File: src/mkls_pkg.sv
// Shared types and constants for the 4x4 line reversal keypad scanner.
// Holds scan phase codes, port drive patterns, the result record and pin decoders.
// No dependencies.
package mkls_pkg;

	localparam int PHASE_W = 3;

	localparam logic [PHASE_W-1:0] PH_IDLE       = 3'd0;
	localparam logic [PHASE_W-1:0] PH_COL_SETTLE = 3'd1;
	localparam logic [PHASE_W-1:0] PH_ROW_SETTLE = 3'd2;
	localparam logic [PHASE_W-1:0] PH_RELEASE    = 3'd3;

	localparam logic [7:0] DRIVE_COLS = 8'hF0;
	localparam logic [7:0] DRIVE_ROWS = 8'h0F;

	localparam logic [23:0] DEBOUNCE_RESET = 24'd10;

	typedef struct packed {
		logic [7:0] drive_pattern;
		logic       key_valid;
		logic [3:0] key_code;
		logic       key_error;
	} scan_result_t;

	typedef struct packed {
		logic       ok;
		logic [3:0] value;
	} decode_t;

	// Column sample to the column base of the key code.
	function automatic decode_t decode_column(input logic [7:0] pins);
		decode_t d;
		d = '0;
		case (pins)
			8'hE0: d = '{ok: 1'b1, value: 4'd12};
			8'hD0: d = '{ok: 1'b1, value: 4'd13};
			8'hB0: d = '{ok: 1'b1, value: 4'd14};
			8'h70: d = '{ok: 1'b1, value: 4'd15};
			default: d = '{ok: 1'b0, value: 4'd0};
		endcase
		return d;
	endfunction

	// Row sample to the offset taken off the column base.
	function automatic decode_t decode_row(input logic [7:0] pins);
		decode_t d;
		d = '0;
		case (pins)
			8'h07: d = '{ok: 1'b1, value: 4'd12};
			8'h0B: d = '{ok: 1'b1, value: 4'd8};
			8'h0D: d = '{ok: 1'b1, value: 4'd4};
			8'h0E: d = '{ok: 1'b1, value: 4'd0};
			default: d = '{ok: 1'b0, value: 4'd0};
		endcase
		return d;
	endfunction

endpackage

File: src/mkls_fsm.sv
// Scan sequencer: phase register, settle counter and pending key registers.
// Computes one tick's result from the sampled port value and advances on step.
// Depends on mkls_pkg.
module mkls_fsm import mkls_pkg::*; #(
	parameter int COUNT_WIDTH = 24
) (
	input  logic                   clk,
	input  logic                   arst_n,
	input  logic                   step,
	input  logic [7:0]             pins,
	input  logic [COUNT_WIDTH-1:0] limit,
	output scan_result_t           result
);

	logic [PHASE_W-1:0]     phase_q, phase_d;
	logic [COUNT_WIDTH-1:0] count_q, count_d;
	logic [3:0]             col_base_q, col_base_d;
	logic [3:0]             pend_code_q, pend_code_d;
	logic                   pend_err_q, pend_err_d;

	logic [COUNT_WIDTH-1:0] count_inc;
	logic                   settled;
	decode_t                col_dec;
	decode_t                row_dec;
	logic                   row_err;

	// Saturating advance; the debounce ends once the count reaches the limit.
	assign count_inc = (count_q < limit) ? count_q + 1'b1 : count_q;
	assign settled   = (count_inc >= limit);
	assign col_dec   = decode_column(pins);
	assign row_dec   = decode_row(pins);
	assign row_err   = pend_err_q | ~row_dec.ok;

	always_comb begin
		phase_d     = phase_q;
		count_d     = count_q;
		col_base_d  = col_base_q;
		pend_code_d = pend_code_q;
		pend_err_d  = pend_err_q;
		result      = '0;
		case (phase_q)
			PH_COL_SETTLE: begin
				count_d = count_inc;
				if (settled) begin
					if (pins == DRIVE_COLS) begin
						// glitch: drop the press
						phase_d = PH_IDLE;
					end else begin
						col_base_d = col_dec.value;
						pend_err_d = ~col_dec.ok;
						count_d    = '0;
						phase_d    = PH_ROW_SETTLE;
					end
				end
			end
			PH_ROW_SETTLE: begin
				count_d = count_inc;
				if (settled) begin
					pend_err_d  = row_err;
					pend_code_d = row_err ? 4'd0 : col_base_q - row_dec.value;
					phase_d     = PH_RELEASE;
				end
			end
			PH_RELEASE: begin
				if (pins == DRIVE_ROWS) begin
					result.key_valid = 1'b1;
					result.key_error = pend_err_q;
					result.key_code  = pend_err_q ? 4'd0 : pend_code_q;
					count_d          = '0;
					phase_d          = PH_IDLE;
				end
			end
			default: begin
				count_d = '0;
				phase_d = (pins != DRIVE_COLS) ? PH_COL_SETTLE : PH_IDLE;
			end
		endcase
		result.drive_pattern = (phase_d == PH_ROW_SETTLE || phase_d == PH_RELEASE) ?
			DRIVE_ROWS : DRIVE_COLS;
	end

	always_ff @(posedge clk or negedge arst_n) begin
		if (!arst_n) begin
			phase_q     <= PH_IDLE;
			count_q     <= '0;
			col_base_q  <= '0;
			pend_code_q <= '0;
			pend_err_q  <= 1'b0;
		end else if (step) begin
			phase_q     <= phase_d;
			count_q     <= count_d;
			col_base_q  <= col_base_d;
			pend_code_q <= pend_code_d;
			pend_err_q  <= pend_err_d;
		end
	end

endmodule

File: src/matrix_keypad_line_reversal_scanner_top.sv
// Top level of the 4x4 line reversal keypad scanner.
// Input register, scan sequencer (mkls_fsm), result register and debounce setting.
// Depends on mkls_pkg and mkls_fsm.
//
//  channel   signals                                   payload
//  item      item_valid / item_ready                   port_pins
//  result    result_valid / result_ready               drive_pattern, key_valid,
//                                                      key_code, key_error
//  cfg       cfg_valid / cfg_ready                     debounce_ticks
//
// One sample per cycle unless the result stalls; each sample yields one result, passing
// the input register, then the result register. The sequencer state advances as a
// sample leaves the input register. Reset puts the scanner idle driving columns with
// a debounce of 10 ticks. A stalled result holds both registers; item_ready stays high
// while the result register is empty or being taken. cfg_ready is always high.
module matrix_keypad_line_reversal_scanner_top import mkls_pkg::*; #(
	parameter int COUNT_WIDTH = 24
) (
	input  logic        clk,
	input  logic        arst_n,
	input  logic        item_valid,
	output logic        item_ready,
	input  logic [7:0]  port_pins,
	output logic        result_valid,
	input  logic        result_ready,
	output logic [7:0]  drive_pattern,
	output logic        key_valid,
	output logic [3:0]  key_code,
	output logic        key_error,
	input  logic        cfg_valid,
	output logic        cfg_ready,
	input  logic [23:0] debounce_ticks
);

	localparam int LIM_W = (COUNT_WIDTH > 24) ? COUNT_WIDTH : 24;
	localparam logic [LIM_W-1:0] COUNT_MAX = LIM_W'({COUNT_WIDTH{1'b1}});

	logic                   valid_s1;
	logic [7:0]             pins_s1;
	logic                   advance;
	logic [COUNT_WIDTH-1:0] limit_q;
	logic [LIM_W-1:0]       ticks_ext;
	logic [COUNT_WIDTH-1:0] limit_d;
	scan_result_t           step_res;
	scan_result_t           res_q;

	// Saturate to the counter range, treat zero as one.
	assign ticks_ext = LIM_W'(debounce_ticks);
	always_comb begin
		if (ticks_ext > COUNT_MAX) begin
			limit_d = COUNT_MAX[COUNT_WIDTH-1:0];
		end else if (ticks_ext == '0) begin
			limit_d = COUNT_WIDTH'(1);
		end else begin
			limit_d = ticks_ext[COUNT_WIDTH-1:0];
		end
	end

	assign cfg_ready = 1'b1;

	always_ff @(posedge clk or negedge arst_n) begin
		if (!arst_n) begin
			limit_q <= COUNT_WIDTH'(DEBOUNCE_RESET);
		end else if (cfg_valid && cfg_ready) begin
			limit_q <= limit_d;
		end
	end

	assign advance    = valid_s1 && (!result_valid || result_ready);
	assign item_ready = !valid_s1 || advance;

	always_ff @(posedge clk or negedge arst_n) begin
		if (!arst_n) begin
			valid_s1 <= 1'b0;
		end else if (item_ready) begin
			valid_s1 <= item_valid;
		end
	end

	always_ff @(posedge clk) begin
		if (item_valid && item_ready) begin
			pins_s1 <= port_pins;
		end
	end

	mkls_fsm #(
		.COUNT_WIDTH(COUNT_WIDTH)
	) u_fsm (
		.clk   (clk),
		.arst_n(arst_n),
		.step  (advance),
		.pins  (pins_s1),
		.limit (limit_q),
		.result(step_res)
	);

	always_ff @(posedge clk or negedge arst_n) begin
		if (!arst_n) begin
			result_valid <= 1'b0;
		end else if (advance) begin
			result_valid <= 1'b1;
		end else if (result_ready) begin
			result_valid <= 1'b0;
		end
	end

	always_ff @(posedge clk) begin
		if (advance) begin
			res_q <= step_res;
		end
	end

	assign drive_pattern = res_q.drive_pattern;
	assign key_valid     = res_q.key_valid;
	assign key_code      = res_q.key_code;
	assign key_error     = res_q.key_error;

	// A report always returns the scanner to column drive.
	a_report_idle: assert property (@(posedge clk) disable iff (!arst_n)
		result_valid && key_valid |-> drive_pattern == DRIVE_COLS)
		else $error("key report without return to column drive");

	// Error and code only travel with a report; an error carries code zero.
	a_quiet_fields: assert property (@(posedge clk) disable iff (!arst_n)
		result_valid && !key_valid |-> !key_error && key_code == 4'd0)
		else $error("key fields set without a report");

	a_error_code: assert property (@(posedge clk) disable iff (!arst_n)
		result_valid && key_error |-> key_code == 4'd0)
		else $error("error report with nonzero key code");

	// Drive is only ever one of the two line reversal patterns.
	a_drive_legal: assert property (@(posedge clk) disable iff (!arst_n)
		result_valid |-> drive_pattern == DRIVE_COLS || drive_pattern == DRIVE_ROWS)
		else $error("illegal drive pattern");

endmodule
File: config.mk
export PLATFORM = sky130hd
export DESIGN_NAME = matrix_keypad_line_reversal_scanner_top
export DESIGN_NICKNAME = d
export VERILOG_FILES = /design/src/mkls_pkg.sv /design/src/mkls_fsm.sv /design/src/matrix_keypad_line_reversal_scanner_top.sv
export SDC_FILE = /design/constraint.sdc
export NUM_CORES = 1
export LEC_CHECK = 0
export BUFFER_PORTS_ARGS = -buffer_cell sky130_fd_sc_hd__buf_4
export CORE_UTILIZATION = 40
export CTS_BUF_LIST = sky130_fd_sc_hd__clkbuf_4 sky130_fd_sc_hd__clkbuf_8
export DETAILED_ROUTE_END_ITERATION = 12
export PLACE_DENSITY_LB_ADDON = 0.1
export SLEW_MARGIN = 0
export SYNTH_ARGS = -nofsm -noshare
export SYNTH_HDL_FRONTEND = slang
export SYNTH_HIERARCHICAL = 1
export SYNTH_SLANG_ARGS = --single-unit
File: constraint.sdc
create_clock -name clk -period 5.18 [get_ports clk]
set_clock_uncertainty 0.05 [all_clocks]
set_input_delay 0.259 -clock clk [delete_from_list [all_inputs] [get_ports clk]]
set_output_delay 0.259 -clock clk [all_outputs]
set_load 0.005 [all_outputs]
[Yosys cells after proc, flatten, opt, wreduce, memory -nomap -nowiden]
Cells that the tools add are included.
Operators by class
  $add $sub $neg: 2
  order comparisons: 3
  equality and inequality tests: 20
  multiplexer cells: 25
  bitwise operators: 6
  reduce and logical (&&, ||, !) cells: 16
Operators by type and width (number)
  two-way mux 24 bit: 6
  case mux 24 bit (3 select lines): 1
  case mux 5 bit (4 select lines): 2
  == test 8 x 4 -> 1 bit, second input constant: 4
  == test 8 bit, second input constant: 4
  adder 24 x 1 -> 24 bit, second input constant: 1
  >= comparator 24 bit: 1
  > comparator 24 bit, second input constant: 1
  logical NOT 24 bit: 1
  less-than comparator 24 bit: 1
  == test 3 x 2 -> 1 bit, second input constant: 4
  two-way mux 3 bit: 3
  case mux 3 bit (3 select lines): 1
  == test 8 x 3 -> 1 bit, second input constant: 1
  == test 8 x 7 -> 1 bit, second input constant: 1
  two-way mux 4 bit: 2
  two-way mux 8 bit: 1
  != test 8 bit, second input constant: 1
  two-way mux 1 bit: 6
  two-way mux 6 bit: 1
  != test 2 x 1 -> 1 bit, second input constant: 3
  NOT 1 bit: 5
  AND reduction 5 bit: 1
  AND reduction 2 bit: 2
  13 further kinds: 18
Word-level totals
  register bits after elaboration: 84
  input port bits: 37
  output and inout port bits: 17
  word-level logic and storage cells: 85

[Depth between registers and ports, before layout]
Gate-level depths: netlist of run 1.
  depth in word-level cells: 8
  depth in mapped cells: 21
  depth with buffers taken out: 19

[Cells and area by module]
The synthesis of run 1 kept the hierarchy.
Modules (own cells, without submodules)
  mkls_fsm: times used 1, cells each 427, area an instance 3515.9 µm², seq. area each 875.8 µm²
  matrix_keypad_line_reversal_scanner_top: times used 1, cells each 93, area an instance 1731.7 µm², seq. area each 1313.8 µm²

[Worst setup path after synthesis of run 1]
OpenSTA, ideal clock, no wires.
  path kind: register to register
  start: register u_fsm.count_q[19]
  end: register res_q (netlist bit drive_pattern[5]), data pin
  library setup time: 251 ps
  arrival time: 3989 ps
  data required time: 4879 ps
  path slack: 890 ps
  stages on the path, launching flop included: 19
  path buffers: 1
  period minus slack after synthesis: 4290 ps
  cell sequence: dfrtp_1 > ha_1 > a21oi_1 > o21ai_0 > a22oi_1 > nor3b_2 > nand3_2 > o31a_1 > or2_1 > ha_1 > nand4_1 > nor3_2 > a221oi_1 > o21ai_1 > a31oi_2 > or3b_1 > a21oi_1 > inv_1 > buf_4
RTL lines
  start, declared: RTL line mkls_fsm.sv:16  | logic [COUNT_WIDTH-1:0] count_q, count_d;
  start signal, assigned: RTL line mkls_fsm.sv:91  | count_q <= count_d;
  end signal, assigned: RTL line matrix_keypad_line_reversal_scanner_top.sv:109  | res_q <= step_res;
  end, declared: RTL line matrix_keypad_line_reversal_scanner_top.sv:45  | scan_result_t res_q;

==> impl_metrics.csv, run 1 <==
group,metric,value,unit
run_status,status,"complete, no violations",
die,core_area,12720,um^2
clock_tree,htreeDepth,3,
critical_path,critical_path_class,"flip-flop to flip-flop",
synth,ys_types,57,
sta,tns,0,ns
grt,grt_pass1_vias,3965,
clock_tree,cts_tree,"yes",
sta,relSlewSlack,35.26,%
clock_tree,cts_buffer_depth,2,
grt,grt_remaining_overflow,0,
drt,routedWlPerCell,16.04,um
clock_tree,clock_latency,0.39,ns
drt,wl,12020,um
drt,drtIter0Drc,166,
critical_path,cp-end-kind,"flip-flop",
cells_and_area,n_antenna_cell,0,
cells_and_area,fin_nets,658,
critical_path,critPathLaunchType,"flip-flop",
synth,synth_cells,520,
hold_path,hold_class,"input pin to flip-flop",
synth,seq_area_frac_synth,41.73,%
sta,hold_viol_final,0,
synth,ys_ff_latch,83,
clock_tree,path_clk_slew,0.09,ns
placement,portBuffers,52,
synth,synthTopCellsByCount,"dfrtp_1 (59), ha_1 (49), a21oi_1 (37), nand2_1 (37), inv_1 (33)",
synth,synth.area.top_cells,"dfrtp_1 (28%), edfxtp_1 (13%), ha_1 (12%)",
synth,synth-async-reset-ratio,73.49,%
critical_path,critPathMaxStageDelay,0.47,ns
die,rows,41,
drt,num_vias,4010,
die,dieHeight,116.5,um
clock_tree,cts_root_buf,"clkbuf_8",
synth,synth_ff_type,"dfrtp_1",
pwr,p_leak,0.002750,uW
drt,dr.pass1.iters,4,
critical_path,cp.required,5.25,ns
synth,synth.net_count,606,
critical_path,crit_chain,"ha_1 > a21oi_1 > o21ai_0 > a22oi_1 > nor3b_2 > nand4_1 > nor2_1 > nand2_1 > xnor2_1 > ha_1 > nand4_1 > o31ai_1 > a21o_1 > a31oi_2 > or3b_1 > a21oi_1 > inv_1",
placement,place_congestion,0.8018,
synth,synth_top_area_share,28.14,%
grt,grt_max_degree,62,
clock_tree,cts_buffers,9,
sta,whs,0.02619,ns
synth,synth_most_common_cell,"dfrtp_1",
sta,fmax,0.2079,GHz
critical_path,arrival,4.88,ns
sta,worst_pin_slew,0.9710,ns
die,start_util,41.25,%
flow_run,cap_violations,0,
cells_and_area,layout-drive-gt1-share,19.58,%
synth,synth.avg_cell_area,10.09,um^2
sta,fin_crit,4.810,ns
clock_tree,clock_sinks,83,
critical_path,critPathMaxFanout,7,
synth,synthesis.area,5248,um^2
sta,rsz0062_at_grt,"false",
sta,finalSetupViolCount,0,
grt,grt_pass1_wl,20020,um
drt,via_per_inst,5.354,
sta,drv_slew,0,
die,dieArea,13580,um^2
synth,synth_top_area_cell,"dfrtp_1",
drt,antenna_left,0,
drt,drc_errors,0,
placement,dp_hpwl,8791,um
die,dieWidth,116.5,um
sta,finalCritPeriodShare,92.85,%
pwr,p_per_area,305.7,nW/um^2
cells_and_area,syn2layout_area_growth,14.12,%
grt,antenna_found_initial,0,
synth,yosysWarnings,6,
synth,synth_edf_count,22,
critical_path,critPathSlowestCell,"dfrtp_1",
grt,grtUsageTotal,19.65,%
die,io_pins,54,
pwr,peakVddDrop,0.0002314,V
flip-flops by register name, summed over array words and instances (netlist names), 3 cells and up:
signal and count:
u_fsm/col_base_q 3, limit_q 24, u_fsm/phase_q 3, pins_s1 8
u_fsm/count_q 24, u_fsm/pend_code_q 4, drive_pattern 8, key_code 4
metrics by stage:
step	setup slack (ns)	power [uW]	instance area [um^2]	std cells	utilization [%]
floorplan	0.8897	1253	5248	520	-
global placement	0.4902	1380	5715	724	44.93
detailed placement	0.3845	1391	5715	724	44.93
CTS	0.3714	1856	5988	749	47.07
global route	0.01993	1961	5988	749	47.07
finish	0.3705	1831	5988	749	47.07
layout by cell type, fill, tap and decap left out, types with 7 or more instances in the layout:
cell type      Yosys  final
clkbuf_8           0      9
nand2_1           37     37
and2_1             8      8
nand3_1           10     10
nor2_1            24     24
dlygate4sd3_1      0      9
inv_1             33     33
mux2_2            25     25
nor4_1            12     12
o21ai_0           29     29
a21oi_1           37     37
nand2b_1           8      8
and3_1             7      7
nand4_1           16     16
dfrtp_1           59     59
edfxtp_1          22     22
ha_1              49     49
xor2_1            18     18
xnor2_1            9      9
a31oi_1           24     24
buf_4              9     55
power breakdown:
group          switching [uW]  internal (uW)  total [uW]
registers                67.4            767         835
clock network             269            180         449
logic                     304            243         546
total                     640           1190        1830
worst paths after layout:
check	startpoint	to	slack (ns)	cells after the start
max in group asynchronous	arst_n	u_fsm/count_q[4]	4.08	2
setup / recovery	u_fsm/count_q[19]	drive_pattern[4]	0.37	17
hold reg to reg	u_fsm/pend_code_q[1]	u_fsm/pend_code_q[1]	0.43	2
min in group asynchronous	arst_n	u_fsm/phase_q[2]	0.47	2
hold / removal	item_valid	valid_s1	0.03	2
setup reg to reg	u_fsm/count_q[19]	drive_pattern[4]	0.37	17
worst max-delay path, delay by kind of cell, from the launching register on:
family / cells / cell delay (ns)
AO/OA/AOI/OAI: 7 / 1.67
adder cells (fa/ha/maj): 2 / 0.65
flip-flops: 1 / 0.47
buffers and inverters: 1 / 0.15
AND/OR/NAND/NOR: 6 / 1.40
XOR/XNOR: 1 / 0.16
layout make-up:
class | instances | area [um^2]
inverter | 33 | 123.9
clock inverter | 7 | 58.81
clock buffer | 9 | 123.9
tap | 172 | 215.2
sequential | 83 | 2190
timing repair buffer | 65 | 523.0
multi-input combinational | 380 | 2754
fill | 1261 | 6734
timing repair:
action | CTS | global route
hold buffers | 9 | 0
resized for setup | 0 | 0
endpoints found under the hold margin | 67 | 0
buffers inserted | 0 | 0
logic make-up (layout without fill, tap and decap cells):
family,Yosys count,count (layout),synth area share [%]
compound gates,124,124,14.31
xor+xnor,27,27,4.506
fa+ha+maj,49,49,11.68
buf+inv,57,114,5.794
flops,83,83,41.73
mux,30,30,6.438
other cells,1,1,0.07146
simple gates,149,149,15.47
per-layer routing:
| metal | vias up | share of wire, % | global-route usage [%] |
|---|---|---|---|
| met4 | 0 | 1.5 | 6.245 |
| met5 | - | 0 | 0 |
| met1 | 1925 | 49 | 26.64 |
| li1 | 2000 | - | - |
| met3 | 12 | 4.2 | 3.892 |
| met2 | 73 | 46 | 31.60 |
Power figures use the tool's default switching activity.
==> inputs of run 2 (changes only) <==
--- a/config.mk
+++ b/config.mk
@@ -5,8 +5,11 @@
 export SDC_FILE = /design/constraint.sdc
 export NUM_CORES = 1
 export LEC_CHECK = 0
+export ABC_AREA = 1
 export BUFFER_PORTS_ARGS = -buffer_cell sky130_fd_sc_hd__buf_4
-export CORE_UTILIZATION = 40
+export CELL_PAD_IN_SITES_DETAIL_PLACEMENT = 1
+export CELL_PAD_IN_SITES_GLOBAL_PLACEMENT = 2
+export CORE_UTILIZATION = 35
 export CTS_BUF_LIST = sky130_fd_sc_hd__clkbuf_4 sky130_fd_sc_hd__clkbuf_8
 export DETAILED_ROUTE_END_ITERATION = 12
 export PLACE_DENSITY_LB_ADDON = 0.1
==> run 2 against run 1 <==
First-iteration DRC count decreased by 14%. Combinational power increased by 150%. Routed wire length up 41%. Die area increased by 27%. Sequential share of layout area decreased by 3.8 points. Global-route usage rose by 1.4 points. Worst setup slack better by 0.60 ns. Utilization fell by 5.6 points. Synthesized area is 12% higher. Register-to-register slack improved by 0.60 ns.
==> impl_metrics.csv, run 2 <==
group,metric,value,unit
critical_path,critPathMaxStageDelay,0.49,ns
critical_path,critPathSlowestCell,"dfrtp_1",
placement,portBuffers,52,
synth,synth.area.top_cells,"dfrtp_1 (25%), nand2_1 (21%), edfxtp_1 (11%)",
critical_path,critPathMaxFanout,25,
run_status,status,"complete, no violations",
sta,drv_slew,0,
drt,dr.pass1.iters,6,
die,dieHeight,131.5,um
synth,ys_ff_latch,83,
clock_tree,cts_setup_buffers,0,
hold_path,holdPathEnd,"limit_q[11]",
critical_path,cp.required,5.39,ns
critical_path,ff2ff_setup_slack,0.97,ns
synth,synth_top_area_cell,"dfrtp_1",
grt,grt_pass1_vias,5905,
sta,tns,0,ns
synth,synth_ff_type,"dfrtp_1",
critical_path,crit_family,"simple AND/OR/NAND/NOR gates",
clock_tree,cts_tree,"yes",
synth,seq_area_frac_synth,37.32,%
drt,drtIter0Drc,142,
placement,dp_hpwl,13520,um
clock_tree,path_clk_slew,0.10,ns
pwr,p_leak,0.003546,uW
clock_tree,htreeDepth,3,
synth,synth.avg_cell_area,7.009,um^2
critical_path,r2r_start,"u_fsm/count_q[21]",
cells_and_area,layout_commonest_cell,"nand2_1",
hold_path,holdCritStartpoint,"debounce_ticks[11]",
sta,fmax,0.2375,GHz
pwr,p_per_area,425.5,nW/um^2
drt,via_per_inst,4.856,
critical_path,cp-end-kind,"flip-flop",
grt,grt_max_degree,62,
critical_path,critical_path_class,"flip-flop to flip-flop",
clock_tree,cts_buffer_depth,2,
sta,finalCritPeriodShare,81.29,%
synth,synth-async-reset-ratio,73.49,%
hold_path,min_path_cells,3,
critical_path,path_common_cell,"nand2_1",
synth,synthesis.area,5867,um^2
grt,antenna_found_initial,0,
sta,relSlewSlack,42.20,%
cells_and_area,fin_nets,973,
grt,grtUsageTotal,21.04,%
clock_tree,cts_buffers,9,
cells_and_area,final.fill_count,2068,
synth,ys_types,32,
die,dieWidth,131.5,um
placement,place_congestion,0.8564,
die,start_util,36.41,%
die,rows,46,
drt,drc_errors,0,
synth,synth.net_count,923,
die,dieArea,17280,um^2
cells_and_area,layout_common_cells,"nand2_1 (330), inv_1 (98), nor2_1 (87), nand3_1 (70), dfrtp_1 (59)",
flow_run,cap_violations,0,
synth,synth_cells,837,
clock_tree,clock_sinks,83,
critical_path,crit_chain,"ha_1 > nand2_1 > inv_1 > nand2_2 > nor2_2 > and3_1 > nand2_4 > nand2_4 > nand2_1 > nand2_1 > inv_1 > ha_1 > nand2_1 > nor2_1 > nand2_1 > nor2_1 > nand2_1 > inv_1 > nand2_1 > nand3_1 > nand3_2 > nand3_1 > nand2_1",
cells_and_area,multi_input_area,3054,um^2
pwr,peakVddDrop,0.0001695,V
die,core_area,16120,um^2
synth,synth_top_area_share,25.17,%
cells_and_area,largestRegisters,"limit_q: 24 flops, u_fsm/count_q: 24 flops",
cells_and_area,layout-drive-gt1-share,12.00,%
synth,synthTopCellsByCount,"nand2_1 (330), inv_1 (98), nor2_1 (87)",
drt,routedWlPerCell,15.27,um
critical_path,r2r_cells,23,
cells_and_area,regArea,2190,um^2
sta,hold_viol_final,0,
drt,antenna_left,0,
clock_tree,cts_root_buf,"clkbuf_8",
sta,fin_crit,4.211,ns
sta,worst_pin_slew,0.8661,ns
clock_tree,cts_hold_buf,9,
critical_path,crit_buf_inv,3,
synth,synth_edf_count,22,
cells_and_area,n_antenna_cell,0,
die,io_pins,54,
critical_path,arrival,4.42,ns
grt,grt_pass1_wl,28970,um
critical_path,r2r-end,"u_fsm/count_q[7]",
drt,num_vias,5380,
sta,finalSetupViolCount,0,
clock_tree,clock_latency,0.38,ns
cells_and_area,finish.utilization,41.48,%
synth,synth_most_common_cell,"nand2_1",
hold_path,hold_class,"input pin to flip-flop",
sta,rsz0062_at_grt,"false",
grt,grt_remaining_overflow,0,
critical_path,critPathLaunchType,"flip-flop",
synth,yosysWarnings,6,
drt,wl,16910,um
pwr,finalPower,2844,uW
clock_tree,cts_resized,0,
cells_and_area,syn2layout_area_growth,13.93,%
## run 2: how the worst max path moves through the flow
stage                           start  slack, ns  cells past startpoint                 to
floorplan           u_fsm/count_q[19]       1.97                     23   drive_pattern[5]
global placement    u_fsm/count_q[21]       1.16                     23  u_fsm/count_q[18]
detailed placement  u_fsm/count_q[21]       0.99                     23  u_fsm/count_q[21]
CTS                 u_fsm/count_q[15]       0.95                     24  u_fsm/count_q[21]
global route        u_fsm/count_q[15]       0.54                     24   u_fsm/count_q[7]
finish              u_fsm/count_q[21]       0.97                     23   u_fsm/count_q[7]
## run 2: metrics by stage
stage               hold slack (ns)  cells  setup WS [ns]  area (um^2)
floorplan                  -0.08659    837          1.971         5867
global placement             0.3613   1083          1.164         6365
detailed placement           0.3775   1083         0.9908         6365
CTS                         0.01477   1108         0.9482         6684
global route                0.03002   1108         0.5374         6684
finish                      0.03435   1108         0.9693         6684
## run 2: worst register-to-register path, cell delays in order (launching register included)
cell     delay [ns]
dfrtp_1        0.49
ha_1           0.35
nand2_1        0.06
inv_1          0.06
nand2_2        0.06
nor2_2         0.14
and3_1         0.22
nand2_4        0.20
nand2_4        0.31
nand2_1        0.09
nand2_1        0.09
inv_1          0.07
ha_1           0.30
nand2_1        0.06
nor2_1         0.13
nand2_1        0.14
nor2_1         0.16
nand2_1        0.06
inv_1          0.05
nand2_1        0.07
nand3_1        0.13
nand3_2        0.45
nand3_1        0.27
nand2_1        0.08
## run 2: cell type report
class                           instances  share of cell area, %
Multi-Input combinational cell        612                  45.69
Timing Repair Buffer                   63                  7.413
Tap cell                              216                  4.043
Clock inverter                          7                  1.572
Inverter                              118                  6.664
Clock buffer                            9                  1.853
Sequential cell                        83                  32.76
## run 2: where the power goes
part           total (uW)  internal (uW)  switching (uW)
Combinational        1350            472             873
Clock                 557            280             277
Sequential            941            810             131
Total                2840           1560            1280
## run 2: logic make-up (layout without fill, tap and decap cells)
kind of cell / count (synthesis) / count (layout) / share of synthesized area [%]
AO/OA/AOI/OAI: 33 / 33 / 3.050
XOR/XNOR: 18 / 18 / 2.687
adder cells (fa/ha/maj): 49 / 49 / 10.45
buffers and inverters: 142 / 197 / 10.68
flip-flops: 83 / 83 / 37.32
other: 1 / 1 / 0.06392
AND/OR/NAND/NOR: 511 / 511 / 35.74
## run 2: metal layers
metal / vias to the layer above / routed length, um / track usage [%]
met4: 0 / 400 / 7.752
met5: - / 0 / 0
met2: 69 / 8510 / 38.10
met1: 2611 / 7600 / 25.13
li1: 2676 / - / -
met3: 24 / 403 / 2.855
